[config.mk]
export PLATFORM = sky130hd
export DESIGN_NAME = bit_field_extract_insert_core
export DESIGN_NICKNAME = d
export VERILOG_FILES = /design/src/hw/rtl/bfei_pkg.sv /design/src/hw/rtl/bit_field_extract_insert_core.sv /design/src/hw/rtl/bfei_ram.sv /design/src/hw/rtl/bfei_ctrl.sv /design/src/hw/rtl/bfei_dp.sv
export SDC_FILE = /design/constraint.sdc
export NUM_CORES = 2
export LEC_CHECK = 0
export BUFFER_PORTS_ARGS = -buffer_cell sky130_fd_sc_hd__buf_2
export CAP_MARGIN = 25
export CORE_MARGIN = 2
export CORE_UTILIZATION = 39
export DETAILED_ROUTE_END_ITERATION = 16
export GPL_ROUTABILITY_DRIVEN = 1
export PLACE_DENSITY = 0.61
export RECOVER_POWER = 100
export SLEW_MARGIN = 10
export SYNTH_ARGS = -nofsm -noshare
export SYNTH_HDL_FRONTEND = slang
export SYNTH_SLANG_ARGS = --single-unit
[constraint.sdc]
create_clock -name clk_i -period 42.6 [get_ports clk_i]
set_clock_uncertainty 0.05 [all_clocks]
set_input_delay 2.13 -clock clk_i [delete_from_list [all_inputs] [get_ports clk_i]]
set_output_delay 2.13 -clock clk_i [all_outputs]
set_load 0.01 [all_outputs]
[src/hw/rtl/bfei_pkg.sv]
// Shared constants, codes and types of the bit field extract/insert block.
// Depends on nothing; every other file but bfei_ram refers to it by scoped names.
package bfei_pkg;

  localparam int unsigned STORE_BYTES    = 256;
  localparam int unsigned ADDR_W         = $clog2(STORE_BYTES);
  localparam int unsigned MAX_FIELD_BITS = 64;
  localparam int unsigned TOTAL_BITS     = STORE_BYTES * 8;
  localparam int unsigned START_W        = 11;
  localparam int unsigned LEN_W          = 7;
  localparam int unsigned SUM_W          = START_W + 1;
  localparam int unsigned WIN_BYTES      = MAX_FIELD_BITS / 8 + 1;
  localparam int unsigned WIN_W          = WIN_BYTES * 8;
  localparam int unsigned CNT_W          = $clog2(WIN_BYTES + 1);

  localparam logic [1:0] REQ_LOAD  = 2'd0;
  localparam logic [1:0] REQ_READ  = 2'd1;
  localparam logic [1:0] REQ_WRITE = 2'd2;

  localparam logic [1:0] ORD_LE_LSB0 = 2'd0;
  localparam logic [1:0] ORD_LE_MSB0 = 2'd1;
  localparam logic [1:0] ORD_BE_LSB0 = 2'd2;
  localparam logic [1:0] ORD_BE_MSB0 = 2'd3;

  typedef enum logic [2:0] {
    KIND_NONE,
    KIND_LOAD,
    KIND_READ,
    KIND_WRITE,
    KIND_ERR
  } bfei_kind_e;

  typedef struct packed {
    logic [1:0]  req_type;
    logic [7:0]  load_address;
    logic [7:0]  load_byte;
    logic [10:0] bit_start;
    logic [6:0]  field_len;
    logic [63:0] field_value;
  } bfei_req_t;

  typedef struct packed {
    logic [63:0] field_data;
    logic        range_error;
  } bfei_rsp_t;

  typedef struct packed {
    logic             capture;
    logic             load_wr;
    logic             res_init;
    logic             rd_en;
    logic [CNT_W-1:0] rd_off;
    logic             proc_en;
    logic [CNT_W-1:0] proc_j;
    logic             pack;
  } bfei_cmd_t;

  typedef struct packed {
    bfei_kind_e       kind;
    logic [CNT_W-1:0] nbytes;
  } bfei_sts_t;

endpackage

[src/hw/rtl/bit_field_extract_insert_core.sv]
// Top level of the bit field extract/insert block.
// Joins the sequencer (bfei_ctrl) and the datapath (bfei_dp); uses bfei_pkg.
//
// Usage:
//   Request channel: drive req_i and raise start; the item is taken at a
//   rising edge with start high and busy low. busy stays high until the
//   result has been shown.
//   Result channel: result_o is valid for exactly one cycle, marked by
//   result_valid_o. The receiver cannot stall it; one result per item.
//   Config channel: cfg_data_i sets the read bit/byte order when cfg_valid_i
//   is high; cfg_ready_o is always high. Write it only while busy is low.
// Sequence per item, from the accept edge to the strobe cycle:
//   load, rejected access, empty field, unused code: decode, then strobe.
//   field write: decode, a store read per byte with the modified byte written
//   back, then strobe; field read: the same byte reads, then pack, then strobe.
//   The field touches nbytes = 1..9 store bytes; the store is a single byte-wide
//   RAM, so the field is read or modified one byte per cycle. A new item is
//   accepted the cycle after the strobe.
// Reset clears the sequencer and sets the read order to le_lsb0. The store
// is not cleared; bytes are meaningful only once loaded or written.
module bit_field_extract_insert_core (
  input  logic                clk_i,
  input  logic                rst_ni,
  input  logic                start,
  output logic                busy,
  input  bfei_pkg::bfei_req_t req_i,
  output logic                result_valid_o,
  output bfei_pkg::bfei_rsp_t result_o,
  input  logic                cfg_valid_i,
  output logic                cfg_ready_o,
  input  logic [1:0]          cfg_data_i
);

  bfei_pkg::bfei_cmd_t cmd;
  bfei_pkg::bfei_sts_t sts;

  assign cfg_ready_o = 1'b1;

  bfei_ctrl u_ctrl (
    .clk_i       (clk_i),
    .rst_ni      (rst_ni),
    .start_i     (start),
    .busy_o      (busy),
    .sts_i       (sts),
    .cmd_o       (cmd),
    .rsp_valid_o (result_valid_o)
  );

  bfei_dp u_dp (
    .clk_i      (clk_i),
    .rst_ni     (rst_ni),
    .cfg_we_i   (cfg_valid_i && cfg_ready_o),
    .cfg_data_i (cfg_data_i),
    .req_i      (req_i),
    .cmd_i      (cmd),
    .sts_o      (sts),
    .rsp_o      (result_o)
  );

endmodule

[src/hw/rtl/bfei_ram.sv]
// Generic simple dual-port RAM: one write port, one registered read port.
// Standalone; no package needed.
module bfei_ram #(
  parameter int unsigned WIDTH = 8,
  parameter int unsigned DEPTH = 256
) (
  input  logic                     clk_i,
  input  logic                     wr_en_i,
  input  logic [$clog2(DEPTH)-1:0] wr_addr_i,
  input  logic [WIDTH-1:0]         wr_data_i,
  input  logic                     rd_en_i,
  input  logic [$clog2(DEPTH)-1:0] rd_addr_i,
  output logic [WIDTH-1:0]         rd_data_o
);

  logic [WIDTH-1:0] mem_q [DEPTH];
  logic [WIDTH-1:0] rd_data_q;

  always_ff @(posedge clk_i) begin
    if (wr_en_i) begin
      mem_q[wr_addr_i] <= wr_data_i;
    end
    if (rd_en_i) begin
      rd_data_q <= mem_q[rd_addr_i];
    end
  end

  assign rd_data_o = rd_data_q;

endmodule

[src/hw/rtl/bfei_ctrl.sv]
// Sequencer of the bit field extract/insert block: accepts items, walks the
// bytes of a field and strobes the result. Uses bfei_pkg.
module bfei_ctrl (
  input  logic               clk_i,
  input  logic               rst_ni,
  input  logic               start_i,
  output logic               busy_o,
  input  bfei_pkg::bfei_sts_t sts_i,
  output bfei_pkg::bfei_cmd_t cmd_o,
  output logic               rsp_valid_o
);

  typedef enum logic [2:0] {
    ST_IDLE,
    ST_DECODE,
    ST_RUN,
    ST_PACK,
    ST_RESP
  } state_e;

  state_e                     state_q;
  logic [bfei_pkg::CNT_W-1:0] cnt_q;
  logic [bfei_pkg::CNT_W-1:0] pj_q;
  logic                       pend_q;
  logic                       busy_q;
  logic                       rsp_valid_q;
  logic                       accept;
  logic                       issue;

  assign accept = start_i && !busy_q;
  assign issue  = (state_q == ST_RUN) && (cnt_q != sts_i.nbytes);

  always_comb begin
    cmd_o          = '0;
    cmd_o.capture  = (state_q == ST_IDLE) && accept;
    cmd_o.load_wr  = (state_q == ST_DECODE) && (sts_i.kind == bfei_pkg::KIND_LOAD);
    cmd_o.res_init = (state_q == ST_DECODE);
    cmd_o.rd_en    = issue;
    cmd_o.rd_off   = cnt_q;
    cmd_o.proc_en  = (state_q == ST_RUN) && pend_q;
    cmd_o.proc_j   = pj_q;
    cmd_o.pack     = (state_q == ST_PACK);
  end

  always_ff @(posedge clk_i or negedge rst_ni) begin
    if (!rst_ni) begin
      state_q     <= ST_IDLE;
      cnt_q       <= '0;
      pj_q        <= '0;
      pend_q      <= 1'b0;
      busy_q      <= 1'b0;
      rsp_valid_q <= 1'b0;
    end else begin
      unique case (state_q)
        ST_IDLE: begin
          if (accept) begin
            state_q <= ST_DECODE;
            busy_q  <= 1'b1;
          end
        end
        ST_DECODE: begin
          cnt_q  <= '0;
          pend_q <= 1'b0;
          if (sts_i.kind == bfei_pkg::KIND_READ || sts_i.kind == bfei_pkg::KIND_WRITE) begin
            state_q <= ST_RUN;
          end else begin
            state_q     <= ST_RESP;
            rsp_valid_q <= 1'b1;
          end
        end
        ST_RUN: begin
          cnt_q  <= cnt_q + bfei_pkg::CNT_W'(issue);
          pend_q <= issue;
          pj_q   <= cnt_q;
          if (!issue && pend_q) begin
            if (sts_i.kind == bfei_pkg::KIND_READ) begin
              state_q <= ST_PACK;
            end else begin
              state_q     <= ST_RESP;
              rsp_valid_q <= 1'b1;
            end
          end
        end
        ST_PACK: begin
          state_q     <= ST_RESP;
          rsp_valid_q <= 1'b1;
        end
        ST_RESP: begin
          state_q     <= ST_IDLE;
          rsp_valid_q <= 1'b0;
          busy_q      <= 1'b0;
        end
        default: begin
          state_q <= ST_IDLE;
        end
      endcase
    end
  end

  assign busy_o      = busy_q;
  assign rsp_valid_o = rsp_valid_q;

  a_strobe_single: assert property (@(posedge clk_i) disable iff (!rst_ni)
    rsp_valid_q |=> !rsp_valid_q)
    else $error("result strobe held longer than one cycle");

  a_strobe_busy: assert property (@(posedge clk_i) disable iff (!rst_ni)
    rsp_valid_q |-> busy_q)
    else $error("result strobe while not busy");

  a_accept_busy: assert property (@(posedge clk_i) disable iff (!rst_ni)
    (start_i && !busy_q) |=> busy_q)
    else $error("item accepted but busy not raised");

  a_cnt_bound: assert property (@(posedge clk_i) disable iff (!rst_ni)
    (state_q == ST_RUN) |-> (cnt_q <= sts_i.nbytes))
    else $error("byte counter ran past field span");

  a_proc_follows_read: assert property (@(posedge clk_i) disable iff (!rst_ni)
    cmd_o.proc_en |-> $past(cmd_o.rd_en))
    else $error("byte processed without a read issued");

endmodule

[src/hw/rtl/bfei_dp.sv]
// Datapath of the bit field extract/insert block: item registers, byte store,
// field window accumulators and result packing. Uses bfei_pkg and bfei_ram.
module bfei_dp (
  input  logic                clk_i,
  input  logic                rst_ni,
  input  logic                cfg_we_i,
  input  logic [1:0]          cfg_data_i,
  input  bfei_pkg::bfei_req_t req_i,
  input  bfei_pkg::bfei_cmd_t cmd_i,
  output bfei_pkg::bfei_sts_t sts_o,
  output bfei_pkg::bfei_rsp_t rsp_o
);

  bfei_pkg::bfei_req_t            req_q;
  bfei_pkg::bfei_rsp_t            rsp_q;
  logic [1:0]                     order_q;
  logic [bfei_pkg::WIN_BYTES-1:0][7:0] win_q;
  logic [bfei_pkg::WIN_W-1:0]     be_q;

  bfei_pkg::bfei_kind_e           kind;
  logic [2:0]                     ofs;
  logic [2:0]                     sh;
  logic [bfei_pkg::ADDR_W-1:0]    idx0;
  logic [bfei_pkg::LEN_W-1:0]     len;
  logic [bfei_pkg::SUM_W-1:0]     end_sum;
  logic [bfei_pkg::LEN_W-1:0]     olen;
  logic [bfei_pkg::LEN_W-1:0]     olen_m1;
  logic [bfei_pkg::CNT_W-1:0]     nbytes;
  logic [bfei_pkg::MAX_FIELD_BITS-1:0] lenmask;
  logic [bfei_pkg::WIN_BYTES-1:0][7:0] ins_val;
  logic [bfei_pkg::WIN_BYTES-1:0][7:0] ins_msk;

  logic                           first;
  logic                           last;
  logic [7:0]                     rd_byte;
  logic [7:0]                     t1;
  logic [7:0]                     tbyte;
  logic [7:0]                     wb_byte;

  logic                           ram_we;
  logic [bfei_pkg::ADDR_W-1:0]    ram_waddr;
  logic [7:0]                     ram_wdata;
  logic [bfei_pkg::ADDR_W-1:0]    ram_raddr;

  logic [bfei_pkg::WIN_W-1:0]     wv;
  logic [3:0]                     nprime;
  logic [3:0]                     rbits;
  logic [bfei_pkg::WIN_W-1:0]     packed_sel;
  logic [bfei_pkg::MAX_FIELD_BITS-1:0] packed_val;

  assign ofs     = req_q.bit_start[2:0];
  assign idx0    = req_q.bit_start[bfei_pkg::START_W-1:3];
  assign len     = req_q.field_len;
  assign end_sum = {1'b0, req_q.bit_start} + bfei_pkg::SUM_W'(len);
  assign olen    = bfei_pkg::LEN_W'(ofs) + len;
  assign olen_m1 = olen - bfei_pkg::LEN_W'(1);
  assign nbytes  = bfei_pkg::CNT_W'(olen_m1[bfei_pkg::LEN_W-1:3]) + bfei_pkg::CNT_W'(1);
  assign sh      = 3'd0 - olen[2:0];
  assign lenmask = ~({bfei_pkg::MAX_FIELD_BITS{1'b1}} << len);
  assign ins_val = bfei_pkg::WIN_W'(req_q.field_value & lenmask) << ofs;
  assign ins_msk = bfei_pkg::WIN_W'(lenmask) << ofs;

  always_comb begin
    kind = bfei_pkg::KIND_NONE;
    unique case (req_q.req_type)
      bfei_pkg::REQ_LOAD: begin
        if (32'(req_q.load_address) < bfei_pkg::STORE_BYTES) begin
          kind = bfei_pkg::KIND_LOAD;
        end else begin
          kind = bfei_pkg::KIND_ERR;
        end
      end
      bfei_pkg::REQ_READ, bfei_pkg::REQ_WRITE: begin
        if (len > bfei_pkg::LEN_W'(bfei_pkg::MAX_FIELD_BITS) ||
            end_sum > bfei_pkg::SUM_W'(bfei_pkg::TOTAL_BITS)) begin
          kind = bfei_pkg::KIND_ERR;
        end else if (len == '0) begin
          kind = bfei_pkg::KIND_NONE;
        end else if (req_q.req_type == bfei_pkg::REQ_READ) begin
          kind = bfei_pkg::KIND_READ;
        end else begin
          kind = bfei_pkg::KIND_WRITE;
        end
      end
      default: begin
        kind = bfei_pkg::KIND_NONE;
      end
    endcase
  end

  assign sts_o.kind   = kind;
  assign sts_o.nbytes = nbytes;

  assign first = (cmd_i.proc_j == '0);
  assign last  = (cmd_i.proc_j == nbytes - bfei_pkg::CNT_W'(1));

  always_comb begin
    t1    = rd_byte;
    tbyte = rd_byte;
    unique case (order_q)
      bfei_pkg::ORD_LE_MSB0: begin
        tbyte = last ? (rd_byte >> sh) : rd_byte;
      end
      bfei_pkg::ORD_BE_LSB0: begin
        t1    = first ? (rd_byte >> ofs) : rd_byte;
        tbyte = last ? (t1 & (8'hFF >> sh)) : t1;
      end
      bfei_pkg::ORD_LE_LSB0, bfei_pkg::ORD_BE_MSB0: begin
        tbyte = rd_byte;
      end
      default: begin
        tbyte = rd_byte;
      end
    endcase
  end

  assign wb_byte = (rd_byte & ~ins_msk[cmd_i.proc_j]) |
                   (ins_val[cmd_i.proc_j] & ins_msk[cmd_i.proc_j]);

  assign ram_we    = cmd_i.load_wr || (cmd_i.proc_en && kind == bfei_pkg::KIND_WRITE);
  assign ram_waddr = cmd_i.load_wr ? bfei_pkg::ADDR_W'(req_q.load_address)
                                   : idx0 + bfei_pkg::ADDR_W'(cmd_i.proc_j);
  assign ram_wdata = cmd_i.load_wr ? req_q.load_byte : wb_byte;
  assign ram_raddr = idx0 + bfei_pkg::ADDR_W'(cmd_i.rd_off);

  bfei_ram #(
    .WIDTH (8),
    .DEPTH (bfei_pkg::STORE_BYTES)
  ) u_store (
    .clk_i     (clk_i),
    .wr_en_i   (ram_we),
    .wr_addr_i (ram_waddr),
    .wr_data_i (ram_wdata),
    .rd_en_i   (cmd_i.rd_en),
    .rd_addr_i (ram_raddr),
    .rd_data_o (rd_byte)
  );

  assign wv     = win_q;
  assign nprime = 4'd8 - {1'b0, ofs};
  assign rbits  = 4'd8 - {1'b0, sh};

  always_comb begin
    packed_sel = wv >> ofs;
    unique case (order_q)
      bfei_pkg::ORD_LE_LSB0: begin
        packed_sel = wv >> ofs;
      end
      bfei_pkg::ORD_LE_MSB0: begin
        packed_sel = ((wv >> 8) << nprime) | bfei_pkg::WIN_W'(wv[7:0] & (8'hFF >> ofs));
      end
      bfei_pkg::ORD_BE_LSB0: begin
        packed_sel = ((be_q >> 8) << rbits) | bfei_pkg::WIN_W'(be_q[7:0]);
      end
      bfei_pkg::ORD_BE_MSB0: begin
        packed_sel = be_q >> sh;
      end
      default: begin
        packed_sel = wv >> ofs;
      end
    endcase
  end

  assign packed_val = packed_sel[bfei_pkg::MAX_FIELD_BITS-1:0] & lenmask;

  always_ff @(posedge clk_i or negedge rst_ni) begin
    if (!rst_ni) begin
      order_q <= bfei_pkg::ORD_LE_LSB0;
    end else if (cfg_we_i) begin
      order_q <= cfg_data_i;
    end
  end

  always_ff @(posedge clk_i) begin
    if (cmd_i.capture) begin
      req_q <= req_i;
      win_q <= '0;
      be_q  <= '0;
    end else if (cmd_i.proc_en) begin
      win_q[cmd_i.proc_j] <= tbyte;
      be_q                <= {be_q[bfei_pkg::WIN_W-9:0], tbyte};
    end
    if (cmd_i.res_init) begin
      rsp_q.field_data  <= '0;
      rsp_q.range_error <= (kind == bfei_pkg::KIND_ERR);
    end else if (cmd_i.pack) begin
      rsp_q.field_data <= packed_val;
    end
  end

  assign rsp_o = rsp_q;

endmodule

==> run metrics <==
status finished with violations; failing checks max-capacitance violations, max-slew violations; crit path launch type flop; core footprint ~280,000 um2; Slew HR -594%; Hold Crit Endpoint u_dp.rsp_o[47]$_SDFFE_PN0P_; CTS Root Cell clkbuf_16; unrepaired setup endpoints after global routing false; Inst Count DP 10,800; design area around 120,000 um2; First-pass DRT Iterations 8; Area Growth Syn to Fin 11.8%; Post-CTS Setup Bufs 0; I/O pins 174; Post-synth ARST share 0.672%; Tcrit/Tclk final 54.8%; row count around 200; # clock sinks 2,381; pre-CTS WS between 30,000 and 40,000 ps; fin crit period 23,340 ps; first-pass GRT wire length approximately 480,000 um; Fin Setup TNS 0 ps; die footprint around 290,000 um2; Port Buffers around 170; Worst-path clk slew roughly 60 ps; Post-DP Area approximately 120,000 um2; worst vdd rail ir drop between 0.04 and 0.05 mV; CP Buf/Inv Count 4; Worst Path Required around 42,000 ps; htree depth 4; DRC Markers 0; sequential cell area fraction in the yosys report a little over three fifths; adder-cell share of the synthesized area less than 1%; Starting Density 39.1%; CTS Buffer Depth 4; hold buffer count at CTS 0; WHS 406 ps; Via-to-Cell Ratio 6.10; mapped cell area 110,000 um2; family with the most delay on the worst path buffers and inverters; Syn Nets between 7,000 and 8,000; DIE HEIGHT about 540 um; Max Clk Rate ~0.043 GHz; Filler Cell Count roughly 25,000; number of DRC markers in iteration 0 just under 9,000; power per cell area 56.9 nW/um2; Critical R2R Launch u_dp.ofs[1]$_DFFE_PP_; Reg-to-Reg End u_dp.u_store.mem_q[203][5]$_DFFE_PP_; worst reg2reg path depth 9; Detailed Route WL roughly 330,000 um; ANT nets after route 0; Mapped Cells between 7,000 and 8,000; leakage power ~40 nW; CP endpoint kind flop; CTS tree done; Hold Path Origin u_dp.rsp_o[47]$_SDFFE_PN0P_; Clock Latency Late Sink approximately 880 ps; crit path kind reg -> reg; post-synthesis simple-gate area fraction under 10%; GRT Util Overall a little under a quarter; Worst Path Max Fanout ~230; CP arrival 22,450 ps; count of cell types in the netlist 98; Resized Gates After CTS 0; commonest cells after routing, fill and taps aside edfxtp_1 (2,157), mux4_2 (807), nand2_1 (732); CP peak stage delay a little over 7000 ps; Final nets between 7,000 and 8,000; HPWL after detailed placement ~220,000 um; maxcap violations 47; most frequent cell on the critical path clkbuf_1; Synth Flop Type edfxtp_1; final setup vio count 0; Synth Area in XOR/XNOR less than 1%; number of synthesized flops with an enable pin between 2,000 and 2,500; Routed wire per std cell between 20 and 30 um; hold path depth 1; die width roughly 540 um; synthesis warning total 0; count of state elements after synthesis 2,381; CTS buffer count around 250; CP Depth 9; most common cell after layout, fill and taps aside edfxtp_1; Routability Congestion between 0.9 and 1; total grt overflow 0; Final Hold Vio Count 0; setup ws final a little under 20,000 ps; crit-path cells clkbuf_1 > clkinvlp_2 > buf_4 > mux2i_1 > mux4_2 > nand2_1 > o311ai_1 > a31oi_1 > clkbuf_1; mux contribution to synthesized area between 20% and 30%; Reg2Reg Setup Slack roughly 19,000 ps; Crit-path slowest cell clkbuf_1; Max Slew Vio Count roughly 3,200; actual slew at the worst max-slew pin around 10,000 ps; vias in the first global route 67,000; largest family of logic cells by synthesized area multiplexers; Synth Area in Compound Gates roughly 7.4%; pin count of the biggest net entering global routing about 230; layout cells sized above 1 a little over a fifth; Hold Path Class reg -> reg; Post-Synthesis Mean Instance Area roughly 15 um2; Via Count slightly below 70,000; initial antenna violation count 16; fin cells 11,300
-- cell usage after synthesis, types with 10 or more instances --
master     count  area, um2
nor3_1       174        871
o22ai_1       29        181
o2111ai_1     15        131
buf_2         62        310
a311oi_1      11       96.3
clkbuf_1     347       1300
o31ai_1       21        158
nor2_1       384       1440
a31oi_1       57        357
nand4_1       11       68.8
a211o_1       14        123
and2_1        39        244
a31o_2        13        114
mux2_2       126       1420
xor2_1        10       87.6
nand2b_1      24        150
inv_1         37        139
a211oi_1      58        435
a221oi_1      31        272
o21ai_0      319       1600
a21o_1        50        375
dfxtp_1      208       4160
mux4_2       807      18200
ha_1          35        438
a22o_1        24        210
o211ai_1      69        518
a221o_1       22        220
edfxtp_1    2157      64800
nand2_1      734       2760
a2111oi_0     28        245
o21a_1        21        158
nor2b_1       25        156
a21oi_1      333       1670
o311ai_0      14        123
dfrtp_1       16        400
mux2i_1      295       2950
nand3_1      145        726
or2_2         14       87.6
or3_1         12       75.1
buf_1        147        552
and3_1        16        100
o21ai_1       16       80.1
-- per-stage QoR --
step | power (mW) | utilization (%)
3_5_place_dp | 4.84 | 41.2
5_1_grt | 7.26 | 43.7
3_3_place_gp | 4.81 | 41.1
6_report | 7.02 | 43.8
4_1_cts | 6.99 | 44.1
2_1_floorplan | 4.26 | -
-- report_power, final --
part | total, mW | internal (mW) | switching [mW] | leakage (nW)
logic | 1.83 | 0.732 | 1.09 | 14.4
clock network | 2.16 | 1.25 | 0.906 | 3.92
registers | 3.04 | 2.92 | 0.114 | 21.3
-- final cells by class --
| cell class | count | area [um2] | area share, % |
|---|---|---|---|
| clock inverters | 156 | 1570 | 1.28 |
| well taps | 3743 | 4680 | 3.80 |
| diodes | 10 | 25.0 | 0.0203 |
| clock buffers | 295 | 6450 | 5.23 |
| repair buffers | 452 | 2360 | 1.91 |
| flip-flops and latches | 2381 | 69300 | 56.2 |
| multi-input cells | 4174 | 38700 | 31.4 |
| inverters | 44 | 176 | 0.143 |
-- cell families (layout without fill, tap and decap cells) --
group	count (synthesis)	after routing
flops	2381	2381
simple gates	1620	1620
compound gates	1259	1259
mux	1228	1228
buf+inv	607	947
fa+ha+maj	38	38
xor+xnor	28	28
other cells	1	11
-- worst max path at each step --
stage	from	slack, ps	end
2_1_floorplan	u_dp.len[4]$_DFFE_PP_	26870	u_dp.u_store.mem_q[0][2]$_DFFE_PP_
3_3_place_gp	u_dp.ofs[1]$_DFFE_PP_	35390	u_dp.rsp_o[20]$_SDFFE_PN0P_
3_5_place_dp	u_dp.ofs[1]$_DFFE_PP_	35360	u_dp.rsp_o[20]$_SDFFE_PN0P_
4_1_cts	u_dp.ofs[1]$_DFFE_PP_	35330	u_dp.rsp_o[20]$_SDFFE_PN0P_
5_1_grt	u_dp.ofs[1]$_DFFE_PP_	17900	u_dp.u_store.mem_q[148][5]$_DFFE_PP_
6_report	u_dp.ofs[1]$_DFFE_PP_	19260	u_dp.u_store.mem_q[203][5]$_DFFE_PP_
-- registers in the layout, summed over array words and instances, names as in the netlist, 4 cells and up --
| signal | count |
|---|---|
| u_dp.req_q | 82 |
| u_dp.rsp_o | 65 |
| u_dp.be_q | 72 |
| u_ctrl.pj_q | 4 |
| u_dp.u_store.mem_q | 2048 |
| u_dp.win_q | 72 |
| u_dp.u_store.rd_data_o | 8 |
| u_dp.len | 7 |
| u_dp.idx0 | 8 |
| u_ctrl.cnt_q | 4 |
-- routing by layer --
metal | GRT usage [%] | part of all wire, % | vias to the layer above
met5 | 0 | 0.027 | -
met4 | 9.19 | 4.6 | 16
met3 | 4.14 | 8.2 | 674
met2 | 35.6 | 47 | 3384
met1 | 31.5 | 41 | 35500
li1 | - | - | 29100
Note: power is estimated with default switching activity, not from simulation.
